### config.mk
export PLATFORM = sky130hd
export DESIGN_NAME = bmp24_stream_parser_unit
export DESIGN_NICKNAME = d
export VERILOG_FILES = /design/src/hw/rtl/bmp24p_pkg.sv /design/src/hw/rtl/bmp24p_step.sv /design/src/hw/rtl/bmp24_stream_parser_unit.sv
export SDC_FILE = /design/constraint.sdc
export NUM_CORES = 1
export LEC_CHECK = 0
export BUFFER_PORTS_ARGS = -buffer_cell sky130_fd_sc_hd__buf_2
export CELL_PAD_IN_SITES_DETAIL_PLACEMENT = 0
export CELL_PAD_IN_SITES_GLOBAL_PLACEMENT = 2
export CORE_UTILIZATION = 43
export CTS_BUF_LIST = sky130_fd_sc_hd__clkbuf_4 sky130_fd_sc_hd__clkbuf_8
export DETAILED_ROUTE_END_ITERATION = 10
export MAX_ROUTING_LAYER = met4
export PLACE_DENSITY_LB_ADDON = 0.2
export SYNTH_ARGS = -nofsm -noshare
export SYNTH_HDL_FRONTEND = slang
export SYNTH_HIERARCHICAL = 1
export SYNTH_SLANG_ARGS = --single-unit
### constraint.sdc
create_clock -name clk_i -period 11.4 [get_ports clk_i]
set_input_delay 2.28 -clock clk_i [delete_from_list [all_inputs] [get_ports clk_i]]
set_output_delay 2.28 -clock clk_i [all_outputs]
set_load 0.02 [all_outputs]
### src/hw/rtl/bmp24p_pkg.sv
// Shared types and constants for the 24-bit BMP stream parser.
// Used by bmp24p_step and bmp24_stream_parser_unit; depends on nothing.
package bmp24p_pkg;

  // File magic characters
  localparam logic [7:0] CHAR_B = 8'h42;
  localparam logic [7:0] CHAR_M = 8'h4D;

  // Header layout: magic (2), skipped fields, then the fields that are read
  localparam int unsigned MAGIC_BYTES = 2;
  localparam int unsigned SKIP_BYTES  = 4 + 2 + 2 + 4 + 4;
  localparam int unsigned INFO_BYTES  = 4 + 4 + 4 + 4 + 4 + 4;

  // Width (4), height (4), planes (2) and depth (2) sit before the info tail
  localparam logic [5:0] OFF_WIDTH  = 6'(MAGIC_BYTES + SKIP_BYTES);
  localparam logic [5:0] OFF_HEIGHT = 6'(MAGIC_BYTES + SKIP_BYTES + 4);
  localparam logic [5:0] OFF_DEPTH  = 6'(MAGIC_BYTES + SKIP_BYTES + 10);
  localparam logic [5:0] OFF_LAST   =
    6'(MAGIC_BYTES + SKIP_BYTES + 4 + 4 + 2 + 2 + INFO_BYTES - 1);

  localparam logic [15:0] DEPTH_24   = 16'd24;
  localparam logic [16:0] DIM_RESET  = 17'd100000;

  // Configuration register indexes
  localparam logic CFG_MAX_COLUMNS = 1'b0;
  localparam logic CFG_MAX_ROWS    = 1'b1;

  // Result kinds
  typedef enum logic [1:0] {
    KIND_HEADER    = 2'd0,
    KIND_PIXEL     = 2'd1,
    KIND_FORMAT    = 2'd2,
    KIND_TRUNCATED = 2'd3
  } kind_e;

  // Parse phase, one-hot
  typedef enum logic [5:0] {
    PH_MAGIC   = 6'b000001,
    PH_HEADER  = 6'b000010,
    PH_PIXELS  = 6'b000100,
    PH_PADDING = 6'b001000,
    PH_DONE    = 6'b010000,
    PH_FAIL    = 6'b100000
  } phase_e;

  typedef struct packed {
    logic [7:0] file_byte;
    logic       end_of_file;
  } in_item_t;

  typedef struct packed {
    kind_e       kind;
    logic [7:0]  red;
    logic [7:0]  green;
    logic [7:0]  blue;
    logic [16:0] column;
    logic [16:0] row;
    logic [16:0] image_width;
    logic [16:0] image_height;
    logic        last_pixel;
  } out_item_t;

  // Parser state; width/height keep 17 bits plus a flag for any higher bit set
  typedef struct packed {
    phase_e      phase;
    logic [5:0]  hdr_cnt;
    logic [16:0] width;
    logic        width_big;
    logic [16:0] height;
    logic        height_big;
    logic [15:0] depth;
    logic [16:0] col;
    logic [16:0] row;
    logic [1:0]  byte_idx;
    logic [1:0]  pad_left;
    logic [7:0]  blue;
    logic [7:0]  green;
  } parse_state_t;

  localparam parse_state_t ST_REARM = '{
    phase:      PH_MAGIC,
    hdr_cnt:    6'd0,
    width:      17'd0,
    width_big:  1'b0,
    height:     17'd0,
    height_big: 1'b0,
    depth:      16'd0,
    col:        17'd0,
    row:        17'd0,
    byte_idx:   2'd0,
    pad_left:   2'd0,
    blue:       8'd0,
    green:      8'd0
  };

endpackage

### src/hw/rtl/bmp24p_step.sv
// Next-state and result logic for one file byte of the BMP parser.
// Depends on bmp24p_pkg; purely combinational.
module bmp24p_step import bmp24p_pkg::*; (
  input  parse_state_t st_i,
  input  in_item_t     item_i,
  input  logic [16:0]  max_columns_i,
  input  logic [16:0]  max_rows_i,
  output parse_state_t st_o,
  output logic         res_valid_o,
  output out_item_t    res_o
);

  logic [7:0]  b;
  logic        eof;
  logic        completes;
  logic        hdr_ok;
  logic        last_col;
  logic        last_row;
  logic [7:0]  want;

  assign b   = item_i.file_byte;
  assign eof = item_i.end_of_file;

  // Header check uses the values gathered before the last header byte
  assign hdr_ok = !st_i.width_big && (st_i.width != 17'd0) && (st_i.width <= max_columns_i) &&
                  !st_i.height_big && (st_i.height != 17'd0) && (st_i.height <= max_rows_i) &&
                  (st_i.depth == DEPTH_24);

  assign last_col = ({1'b0, st_i.col} + 18'd1) >= {1'b0, st_i.width};
  assign last_row = ({1'b0, st_i.row} + 18'd1) >= {1'b0, st_i.height};
  assign want     = st_i.hdr_cnt[0] ? CHAR_M : CHAR_B;

  always_comb begin
    st_o        = st_i;
    res_o       = '0;
    res_valid_o = 1'b0;
    completes   = 1'b0;

    unique case (st_i.phase)
      // Check the two magic bytes
      PH_MAGIC: begin
        if (b != want || eof) begin
          res_o.kind  = KIND_FORMAT;
          res_valid_o = 1'b1;
          st_o.phase  = PH_FAIL;
        end else begin
          st_o.hdr_cnt = st_i.hdr_cnt + 6'd1;
          if (st_i.hdr_cnt[0]) st_o.phase = PH_HEADER;
        end
      end

      // Gather little-endian header fields, check at the last header byte
      PH_HEADER: begin
        if (st_i.hdr_cnt == OFF_WIDTH)          st_o.width[7:0]  = b;
        if (st_i.hdr_cnt == OFF_WIDTH + 6'd1)   st_o.width[15:8] = b;
        if (st_i.hdr_cnt == OFF_WIDTH + 6'd2) begin
          st_o.width[16]  = b[0];
          st_o.width_big  = st_i.width_big | (|b[7:1]);
        end
        if (st_i.hdr_cnt == OFF_WIDTH + 6'd3)   st_o.width_big = st_i.width_big | (|b);
        if (st_i.hdr_cnt == OFF_HEIGHT)         st_o.height[7:0]  = b;
        if (st_i.hdr_cnt == OFF_HEIGHT + 6'd1)  st_o.height[15:8] = b;
        if (st_i.hdr_cnt == OFF_HEIGHT + 6'd2) begin
          st_o.height[16] = b[0];
          st_o.height_big = st_i.height_big | (|b[7:1]);
        end
        if (st_i.hdr_cnt == OFF_HEIGHT + 6'd3)  st_o.height_big = st_i.height_big | (|b);
        if (st_i.hdr_cnt == OFF_DEPTH)          st_o.depth[7:0]  = b;
        if (st_i.hdr_cnt == OFF_DEPTH + 6'd1)   st_o.depth[15:8] = b;

        if (st_i.hdr_cnt >= OFF_LAST) begin
          res_valid_o = 1'b1;
          if (!hdr_ok) begin
            res_o.kind = KIND_FORMAT;
            st_o.phase = PH_FAIL;
          end else begin
            res_o.kind         = eof ? KIND_TRUNCATED : KIND_HEADER;
            res_o.image_width  = st_i.width;
            res_o.image_height = st_i.height;
            st_o.phase         = PH_PIXELS;
            st_o.col           = 17'd0;
            st_o.row           = 17'd0;
            st_o.byte_idx      = 2'd0;
            st_o.pad_left      = 2'd0;
          end
        end else begin
          if (eof) begin
            res_o.kind  = KIND_FORMAT;
            res_valid_o = 1'b1;
            st_o.phase  = PH_FAIL;
          end
          st_o.hdr_cnt = st_i.hdr_cnt + 6'd1;
        end
      end

      // Hold blue and green, emit a pixel on red
      PH_PIXELS: begin
        unique case (st_i.byte_idx)
          2'd0: begin
            st_o.blue     = b;
            st_o.byte_idx = 2'd1;
          end
          2'd1: begin
            st_o.green    = b;
            st_o.byte_idx = 2'd2;
          end
          default: begin
            res_valid_o        = 1'b1;
            res_o.kind         = KIND_PIXEL;
            res_o.red          = b;
            res_o.green        = st_i.green;
            res_o.blue         = st_i.blue;
            res_o.column       = st_i.col;
            res_o.row          = st_i.row;
            res_o.image_width  = st_i.width;
            res_o.image_height = st_i.height;
            res_o.last_pixel   = last_col && last_row;
            st_o.byte_idx      = 2'd0;
            if (last_col) begin
              st_o.col = 17'd0;
              st_o.row = st_i.row + 17'd1;
              if (st_i.width[1:0] != 2'd0) begin
                st_o.pad_left = st_i.width[1:0];
                st_o.phase    = PH_PADDING;
              end else if (last_row) begin
                st_o.phase = PH_DONE;
                completes  = 1'b1;
              end
            end else begin
              st_o.col = st_i.col + 17'd1;
            end
          end
        endcase
      end

      // Drop row padding
      PH_PADDING: begin
        st_o.pad_left = st_i.pad_left - 2'd1;
        if (st_i.pad_left == 2'd1) begin
          if (st_i.row >= st_i.height) begin
            st_o.phase = PH_DONE;
            completes  = 1'b1;
          end else begin
            st_o.phase = PH_PIXELS;
          end
        end
      end

      // Ignore bytes until the end flag
      PH_DONE, PH_FAIL: begin
      end

      default: begin
      end
    endcase

    // End flag inside the image replaces this byte's result
    if (eof && !completes && (st_o.phase == PH_PIXELS || st_o.phase == PH_PADDING)) begin
      res_o              = '0;
      res_o.kind         = KIND_TRUNCATED;
      res_o.image_width  = st_i.width;
      res_o.image_height = st_i.height;
      res_valid_o        = 1'b1;
    end

    // Rearm after the last byte of a file
    if (eof) st_o = ST_REARM;
  end

endmodule

### src/hw/rtl/bmp24_stream_parser_unit.sv
// Top level of the 24-bit BMP stream parser: handshakes, config, state, result.
// Depends on bmp24p_pkg and bmp24p_step.
//
//  port group   dir  handshake            word
//  in_*         in   valid / stall        one file byte plus end flag
//  out_*        out  valid / stall        one header, pixel or error result
//  cfg_*        in   valid / ready        register index plus 17-bit value
//
// One file byte per cycle while in_stall_o is low: each word goes through the
// step logic into the state register and, when it yields a result, into the
// output register or skid entry; the two-entry output keeps input flowing
// while out_stall_i is high for a cycle; input stalls only while the skid entry
// is full. Reset puts the parser at the magic bytes and both limits at 100000.
module bmp24_stream_parser_unit import bmp24p_pkg::*; (
  input  logic        clk_i,
  input  logic        rst_ni,
  input  logic        in_valid_i,
  output logic        in_stall_o,
  input  in_item_t    in_data_i,
  output logic        out_valid_o,
  input  logic        out_stall_i,
  output out_item_t   out_data_o,
  input  logic        cfg_valid_i,
  output logic        cfg_ready_o,
  input  logic        cfg_index_i,
  input  logic [16:0] cfg_data_i
);

  logic [16:0]  max_columns_q;
  logic [16:0]  max_rows_q;
  parse_state_t st_q, st_d;
  logic         res_valid;
  out_item_t    res;
  out_item_t    out_q;
  out_item_t    skid_q;
  logic         out_valid_q;
  logic         skid_valid_q;
  logic         in_take;
  logic         out_take;

  assign cfg_ready_o = 1'b1;
  assign in_stall_o  = skid_valid_q;
  assign in_take     = in_valid_i && !skid_valid_q;
  assign out_take    = out_valid_q && !out_stall_i;
  assign out_valid_o = out_valid_q;
  assign out_data_o  = out_q;

  // Write limit registers
  always_ff @(posedge clk_i or negedge rst_ni) begin
    if (!rst_ni) begin
      max_columns_q <= DIM_RESET;
      max_rows_q    <= DIM_RESET;
    end else if (cfg_valid_i) begin
      unique case (cfg_index_i)
        CFG_MAX_COLUMNS: max_columns_q <= cfg_data_i;
        CFG_MAX_ROWS:    max_rows_q    <= cfg_data_i;
        default: begin
        end
      endcase
    end
  end

  bmp24p_step u_step (
    .st_i          (st_q),
    .item_i        (in_data_i),
    .max_columns_i (max_columns_q),
    .max_rows_i    (max_rows_q),
    .st_o          (st_d),
    .res_valid_o   (res_valid),
    .res_o         (res)
  );

  // Advance parser state on each accepted word
  always_ff @(posedge clk_i or negedge rst_ni) begin
    if (!rst_ni) begin
      st_q <= ST_REARM;
    end else if (in_take) begin
      st_q <= st_d;
    end
  end

  // Output register with one skid entry
  always_ff @(posedge clk_i or negedge rst_ni) begin
    if (!rst_ni) begin
      out_valid_q  <= 1'b0;
      skid_valid_q <= 1'b0;
    end else if (skid_valid_q) begin
      if (out_take) skid_valid_q <= 1'b0;
    end else if (in_take && res_valid) begin
      if (out_valid_q && !out_take) skid_valid_q <= 1'b1;
      out_valid_q <= 1'b1;
    end else if (out_take) begin
      out_valid_q <= 1'b0;
    end
  end

  always_ff @(posedge clk_i) begin
    if (skid_valid_q) begin
      if (out_take) out_q <= skid_q;
    end else if (in_take && res_valid) begin
      if (out_valid_q && !out_take) skid_q <= res;
      else                          out_q  <= res;
    end
  end

  // Skid entry is only used behind a held output word
  assert property (@(posedge clk_i) disable iff (!rst_ni)
    skid_valid_q |-> out_valid_q)
    else $error("skid entry full with empty output register");

  // End flag rearms the parser
  assert property (@(posedge clk_i) disable iff (!rst_ni)
    (in_take && in_data_i.end_of_file) |=> (st_q.phase == PH_MAGIC && st_q.hdr_cnt == 6'd0))
    else $error("parser not rearmed after end of file");

  // Pixel phases only run with an accepted, nonzero image size
  assert property (@(posedge clk_i) disable iff (!rst_ni)
    (st_q.phase == PH_PIXELS || st_q.phase == PH_PADDING) |->
      (st_q.width != 17'd0 && st_q.height != 17'd0))
    else $error("pixel phase with zero image size");

  // Color byte index stays within blue, green, red
  assert property (@(posedge clk_i) disable iff (!rst_ni)
    st_q.byte_idx != 2'd3)
    else $error("pixel byte index out of range");

endmodule
# Word level (Yosys, flattened, before mapping)
# Cells that the tools add are included.
# op_classes
addsub	6
order_cmp	6
n_eq_ne	29
n_mux	80
n_bitwise	6
n_reduce_logical	69
# op_table
operator	n
$mux W95	5
$mux W118	1
$mux W34	3
$mux W94	1
$mux W38	2
$mux W6	12
$pmux W36 S2	1
$pmux W34 S2	1
$mux W8	8
$eq A6 B5 Y1 const B	10
$mux W58	1
$mux W52	1
$reduce_and A3 Y1	14
$add A17 B1 Y18 const B	2
$ge A18 B17 Y1	2
$add A17 B1 Y17 const B	2
$le A17 B17 Y1	2
$mux W17	2
$reduce_bool A17 Y1	2
$reduce_bool A2 Y1	15
$mux W1	24
$pmux W6 S4	1
$ge A17 B17 Y1	1
$eq A16 B5 Y1 const B	1
38 further kinds	82
# totals
reg_bits	344
input_bits	32

# Logic depth before layout (Yosys ltp)
# logic_depth
word_depth	17
depth_mapped	21
depth_no_buf	18

# Cells and area by module
# The synthesis kept the hierarchy.
# modules_own_cells
module	instances	cells_each	area_per_inst_um2	seq_area_each_um2
bmp24_stream_parser_unit	1	631	13141.4	9575.4
bmp24p_step	1	1061	6313.6	0.0

# Worst setup path before layout
# No wires, ideal clock.
# synth_timing
path_type	reg2reg
start	register st_q[37] (netlist bit)
end	register out_q, in the netlist out_data_o[0] (enable)
setup_time_ps	560
arrival_time_ps	8569
t_required_ps	10840
path_slack_ps	2271
stages_incl_launch_ff	21
n_path_buf	2
period_less_slack_ps	9129
path_cell_list	dfrtp_1 > ha_1 > nand3_1 > nor3_1 > and3_1 > and3_1 > clkbuf_1 > nand3_1 > xnor2_1 > ha_1 > nor2_1 > nor3b_1 > a2111oi_0 > a311o_1 > clkbuf_1 > and2_1 > o32ai_2 > xor2_1 > o21ai_0 > a21oi_1 > nor2b_1
# synth_between
elab_chain_len	12
elab_cells_between_ends	18
classes_between	add/sub: 1; order compare: 1; eq/ne: 2; mux: 7; reduce/logical: 7
# synth_lines
item	line_no	rtl
start: declaration	bmp24_stream_parser_unit.sv:31	parse_state_t st_q, st_d;
start signal: assignment	bmp24_stream_parser_unit.sv:78	st_q <= st_d;
$add A17 B1 Y18 (*)	bmp24p_step.sv:29	assign last_col = ({1'b0, st_i.col} + 18'd1) >= {1'b0, st_i.width};
$ge A18 B17 Y1 (*)	bmp24p_step.sv:29	
$mux W6 or $mux W1 (tied branches)	bmp24p_step.sv:119	if (last_col) begin
$mux W6 or $mux W1 (tied branches)	bmp24p_step.sv:98	unique case (st_i.byte_idx)
$pmux W6 S4 or $pmux W1 S2 (tied branches)	bmp24p_step.sv:39	unique case (st_i.phase)
$eq A6 B3 Y1, or another cell as far along	bmp24p_step.sv:158	if (eof && !completes && (st_o.phase == PH_PIXELS || st_o.phase == PH_PADDING)) begin
$logic_or A1 B1 Y1 or $logic_and A1 B1 Y1 (tied branches)	bmp24p_step.sv:158	
$logic_and A1 B1 Y1 (*)	bmp24p_step.sv:158	
$mux W1 (*)	bmp24p_step.sv:158	
named net res_valid	bmp24_stream_parser_unit.sv:32	logic res_valid;
$logic_and A1 B1 Y1 (*)	bmp24_stream_parser_unit.sv:100	end else if (in_take && res_valid) begin
$reduce_bool A2 Y1 (no source line) (*)	--	
$reduce_and A3 Y1 (no source line) (*)	--	
end signal: assignment	bmp24_stream_parser_unit.sv:99	if (out_take) out_q <= skid_q;
end signal: assignment	bmp24_stream_parser_unit.sv:102	else out_q <= res;
end: declaration	bmp24_stream_parser_unit.sv:34	out_item_t out_q;
# Mark *: on every way through the listed nets, which the timed path passes. The rest lies on a longest branch.
# A chain may end at the register's enable or synchronous reset.

# Worst setup path after layout
# layout_timing
start	register st_q[37] (netlist bit)
end	register out_q, in the netlist out_data_o[14] (enable)
# The elaborated chain is that of the path after synthesis.

==> impl_results.md <==
* Run status: finished clean
* Yosys synthesis warning count at 6
* Most common flop cell mapped by yosys: sky130_fd_sc_hd__edfxtp_1
* Global-route wire length before repair at 79.5 mm
* Synthesized area divided by synthesized cell count at 11.5 sq um
* Most frequent cells in the layout: 194 x sky130_fd_sc_hd__nand2_1, 190 x sky130_fd_sc_hd__edfxtp_1, 169 x sky130_fd_sc_hd__a21oi_1
* Number of search-and-repair iterations in the first detailed-routing pass at 5
* Number of nets at the end of the flow at 1,918
* Leakage component of the power at 8.97 nW
* Worst supply voltage drop on vdd at 0.000128 V
* Largest delay share family, worst path: simple AND/OR/NAND/NOR gates
* Crit path time final at 7.69 ns
* Total Power at 3.68 mW
* Starting density of the core at 43.8%
* Pin count of the biggest net entering global routing at 74
* GRT Residual Overflow at 0
* Post-route clock skew at 0.0354 ns
* Via count at 13,500
* Clock-pin slew of the registers on the worst-case setup and hold paths at 0.07 ns
* Post-route setup TNS at 0 ns
* Data required time of the critical path at 11.64 ns
* Max-cap violation count at 0
* Worst-Margin Slew at 1.26 ns
* Area growth syn-to-layout at 10.6%
* Detailed-route DRC error count at 0
* Fraction of final layout cells with drive strength greater than 1 at 28.2%
* Number of H-tree levels at 2
* Proportion of synthesized flip-flops having asynchronous set or reset at 44.8%
* Overall routed net length at 51.5 mm
* Maximum fanout along the worst path at 73
* Gates resized, CTS repair at 0
* Critical Path AT at 7.93 ns
* Number of diodes at 0
* Summed area of non-filler cells in the final layout at 0.0215 sq mm
* Worst path bufs/invs at 1
* Cell area after placement at 0.0204 sq mm
* Clk root buf: sky130_fd_sc_hd__clkbuf_8
* FP Rows at 77
* Peak clock frequency supported by timing at 130 MHz
* Fin. max-slew vios at 0
* Initial antenna violation count at 0
* Standard cell core area at 0.0444 sq mm
* Final hold violation count at 0
* Post-synth cell types at 74
* Sink Count at 344
* Leading cell type in the layout, fill and taps excluded: sky130_fd_sc_hd__nand2_1
* HPWL reported at the end of detailed placement at 34.5 mm
* TritonCTS clock tree: yes
* Maximum count of clock buffers along a single path at 3
* Endpoint class of the critical path: flop
* Summed instance area of the synthesized netlist at 0.0195 sq mm
* Class of the most critical setup path: reg2reg
* GP Congestion at 0.883
* Width of the die at 215 um
* Worst rel slew slack at 15.8%
* Period utilization at 67.4%
* Post-detailed-route wirelength per cell at 21.2 um
* Peak per-stage delay on the critical path at 0.79 ns
* Port buffer count at 128
* Count of final setup violators at 0
* Detailed-route vias per instance at 5.56
* Cell with the largest stage delay on the worst path: sky130_fd_sc_hd__buf_4
* Post-CTS Setup Bufs at 0
* Worst slack after detailed placement at 3.83 ns
* Worst-path cell chain: ha_1 -> nand3_1 -> nor3_1 -> and3_1 -> and3_1 -> nand3_1 -> xnor2_1 -> ha_1 -> nor2_1 -> nor3b_1 -> a2111oi_0 -> a311o_1 -> and2_1 -> o32ai_2 -> xor2_1 -> o21ai_0 -> a21oi_1 -> nor2b_4 -> buf_4
* Final core utilization at 48.4%
* Final instance count without filler cells at 2,432
* Post-synth EDFFs at 190
* Height of the die at 215 um
* Number of global-route vias before repair at 13,500
* Worst hold slack across all endpoints at 0.504 ns
* Source-to-sink clock delay at the later pin of the worst-skew pair at 0.65 ns
* Number of buffers inserted for hold repair after clock tree synthesis at 0
* Top-level port count at 130
* Total clock buffers created by CTS at 58
* Share of synthesized area occupied by flip-flops and latches at 49.2%
* Instance count of the mapped netlist at 1,692
* Unrepaired setup endpoints after global routing: false
* Net count after synthesis at 1,817
* Pwr dens at 171 mW/mm^2
* Area of the die at 0.0461 sq mm
* DRT antenna net count at 0
* DRC marker count from the first detailed-route iteration at 914
* Number of placed instances with taps included at 2,325
* Flip-flop and latch count after synthesis at 344
* Class of the worst hold path: reg2reg
* Category of the worst setup path launch point: flop
* Final worst setup slack at 3.71 ns
* GRT Total Usage at 22.8%
metal layers:
metal,wire [um],vias to the layer above,track usage [%]
li1,-,6384,-
met1,24800,6740,31.8
met2,23300,310,34.3
met3,2160,82,3.45
met4,1260,0,6.86
met5,0,-,-
layout make-up:
cell class | instances | area [sq um]
tap | 592 | 741
timing repair buffer | 146 | 785
fill | 4097 | 22900
sequential | 344 | 9580
clock buffer | 84 | 1040
inverter | 79 | 297
multi-input combinational | 1164 | 8950
clock inverter | 23 | 123
cell families (layout without fill, tap and decap cells):
group                    Yosys count  count (layout)  share of synthesized area [%]
AO/OA/AOI/OAI                    328             328                           9.99
XOR/XNOR                          38              38                           1.71
adder cells (fa/ha/maj)           93              93                           5.98
buffers and inverters            184             332                           4.92
flip-flops                       344             344                           49.2
multiplexers                     275             275                           17.7
other                              1               1                         0.0193
AND/OR/NAND/NOR                  429             429                           10.5
worst register-to-register path: cells and delay by family, from the launching register on:
kind            cells  cell delay [ns]
buf+inv             1             0.80
xor+xnor            2             0.44
flops               1             0.49
fa+ha+maj           2             0.55
simple gates        9             2.79
compound gates      5             2.10
synthesized netlist by cell type (all sizes together), types with 5 or more instances:
| library cell | instances | share of area, % |
|---|---|---|
| mux2 | 247 | 16 |
| nand2 | 194 | 3.7 |
| edfxtp | 190 | 29 |
| a21oi | 169 | 4.3 |
| dfrtp | 141 | 18 |
| ha | 93 | 6.0 |
| inv | 79 | 1.5 |
| nor2 | 77 | 1.5 |
| clkbuf | 65 | 1.3 |
| o21ai | 48 | 1.2 |
| a31oi | 40 | 1.3 |
| buf | 40 | 2.1 |
| nand3 | 30 | 0.77 |
| mux2i | 28 | 1.4 |
| nand4 | 22 | 0.71 |
| xor2 | 20 | 0.90 |
| nor3 | 18 | 0.51 |
| xnor2 | 18 | 0.81 |
| and3 | 16 | 0.51 |
| nor4 | 15 | 0.51 |
| a211oi | 13 | 0.50 |
| dfstp | 13 | 1.8 |
| and4 | 11 | 0.51 |
| nand3b | 11 | 0.42 |
| a21o | 8 | 0.31 |
| nor2b | 8 | 0.30 |
| a311oi | 7 | 0.32 |
| and2 | 6 | 0.19 |
| nand2b | 6 | 0.19 |
| a22oi | 5 | 0.19 |
sequential cells by signal (all words and copies together), names as in the netlist:
signal	cells
st_q	118
max_rows_q	17
in_stall_o	1
skid_q	95
out_valid_o	1
out_data_o	95
max_columns_q	17
final timing paths:
check / from / cells after the start / slack, ns / endpoint
worst max register to register: st_q[37] / 19 / 3.71 / out_data_o[14]
min in group asynchronous: rst_ni / 1 / 1.66 / max_rows_q[8]
worst min register to register: max_rows_q[4] / 1 / 0.50 / max_rows_q[4]
worst max-delay path: st_q[37] / 19 / 3.71 / out_data_o[14]
worst min-delay path: max_rows_q[4] / 1 / 0.50 / max_rows_q[4]
max in group asynchronous: rst_ni / 2 / 8.63 / st_q[4]
power breakdown:
part	switching, mW	leakage, nW	total (mW)	internal (mW)
clock network	0.506	0.622	1.11	0.603
logic	0.642	4.53	0.919	0.277
registers	0.0776	3.82	1.65	1.57
No activity file was read; power rests on OpenSTA's default activity.
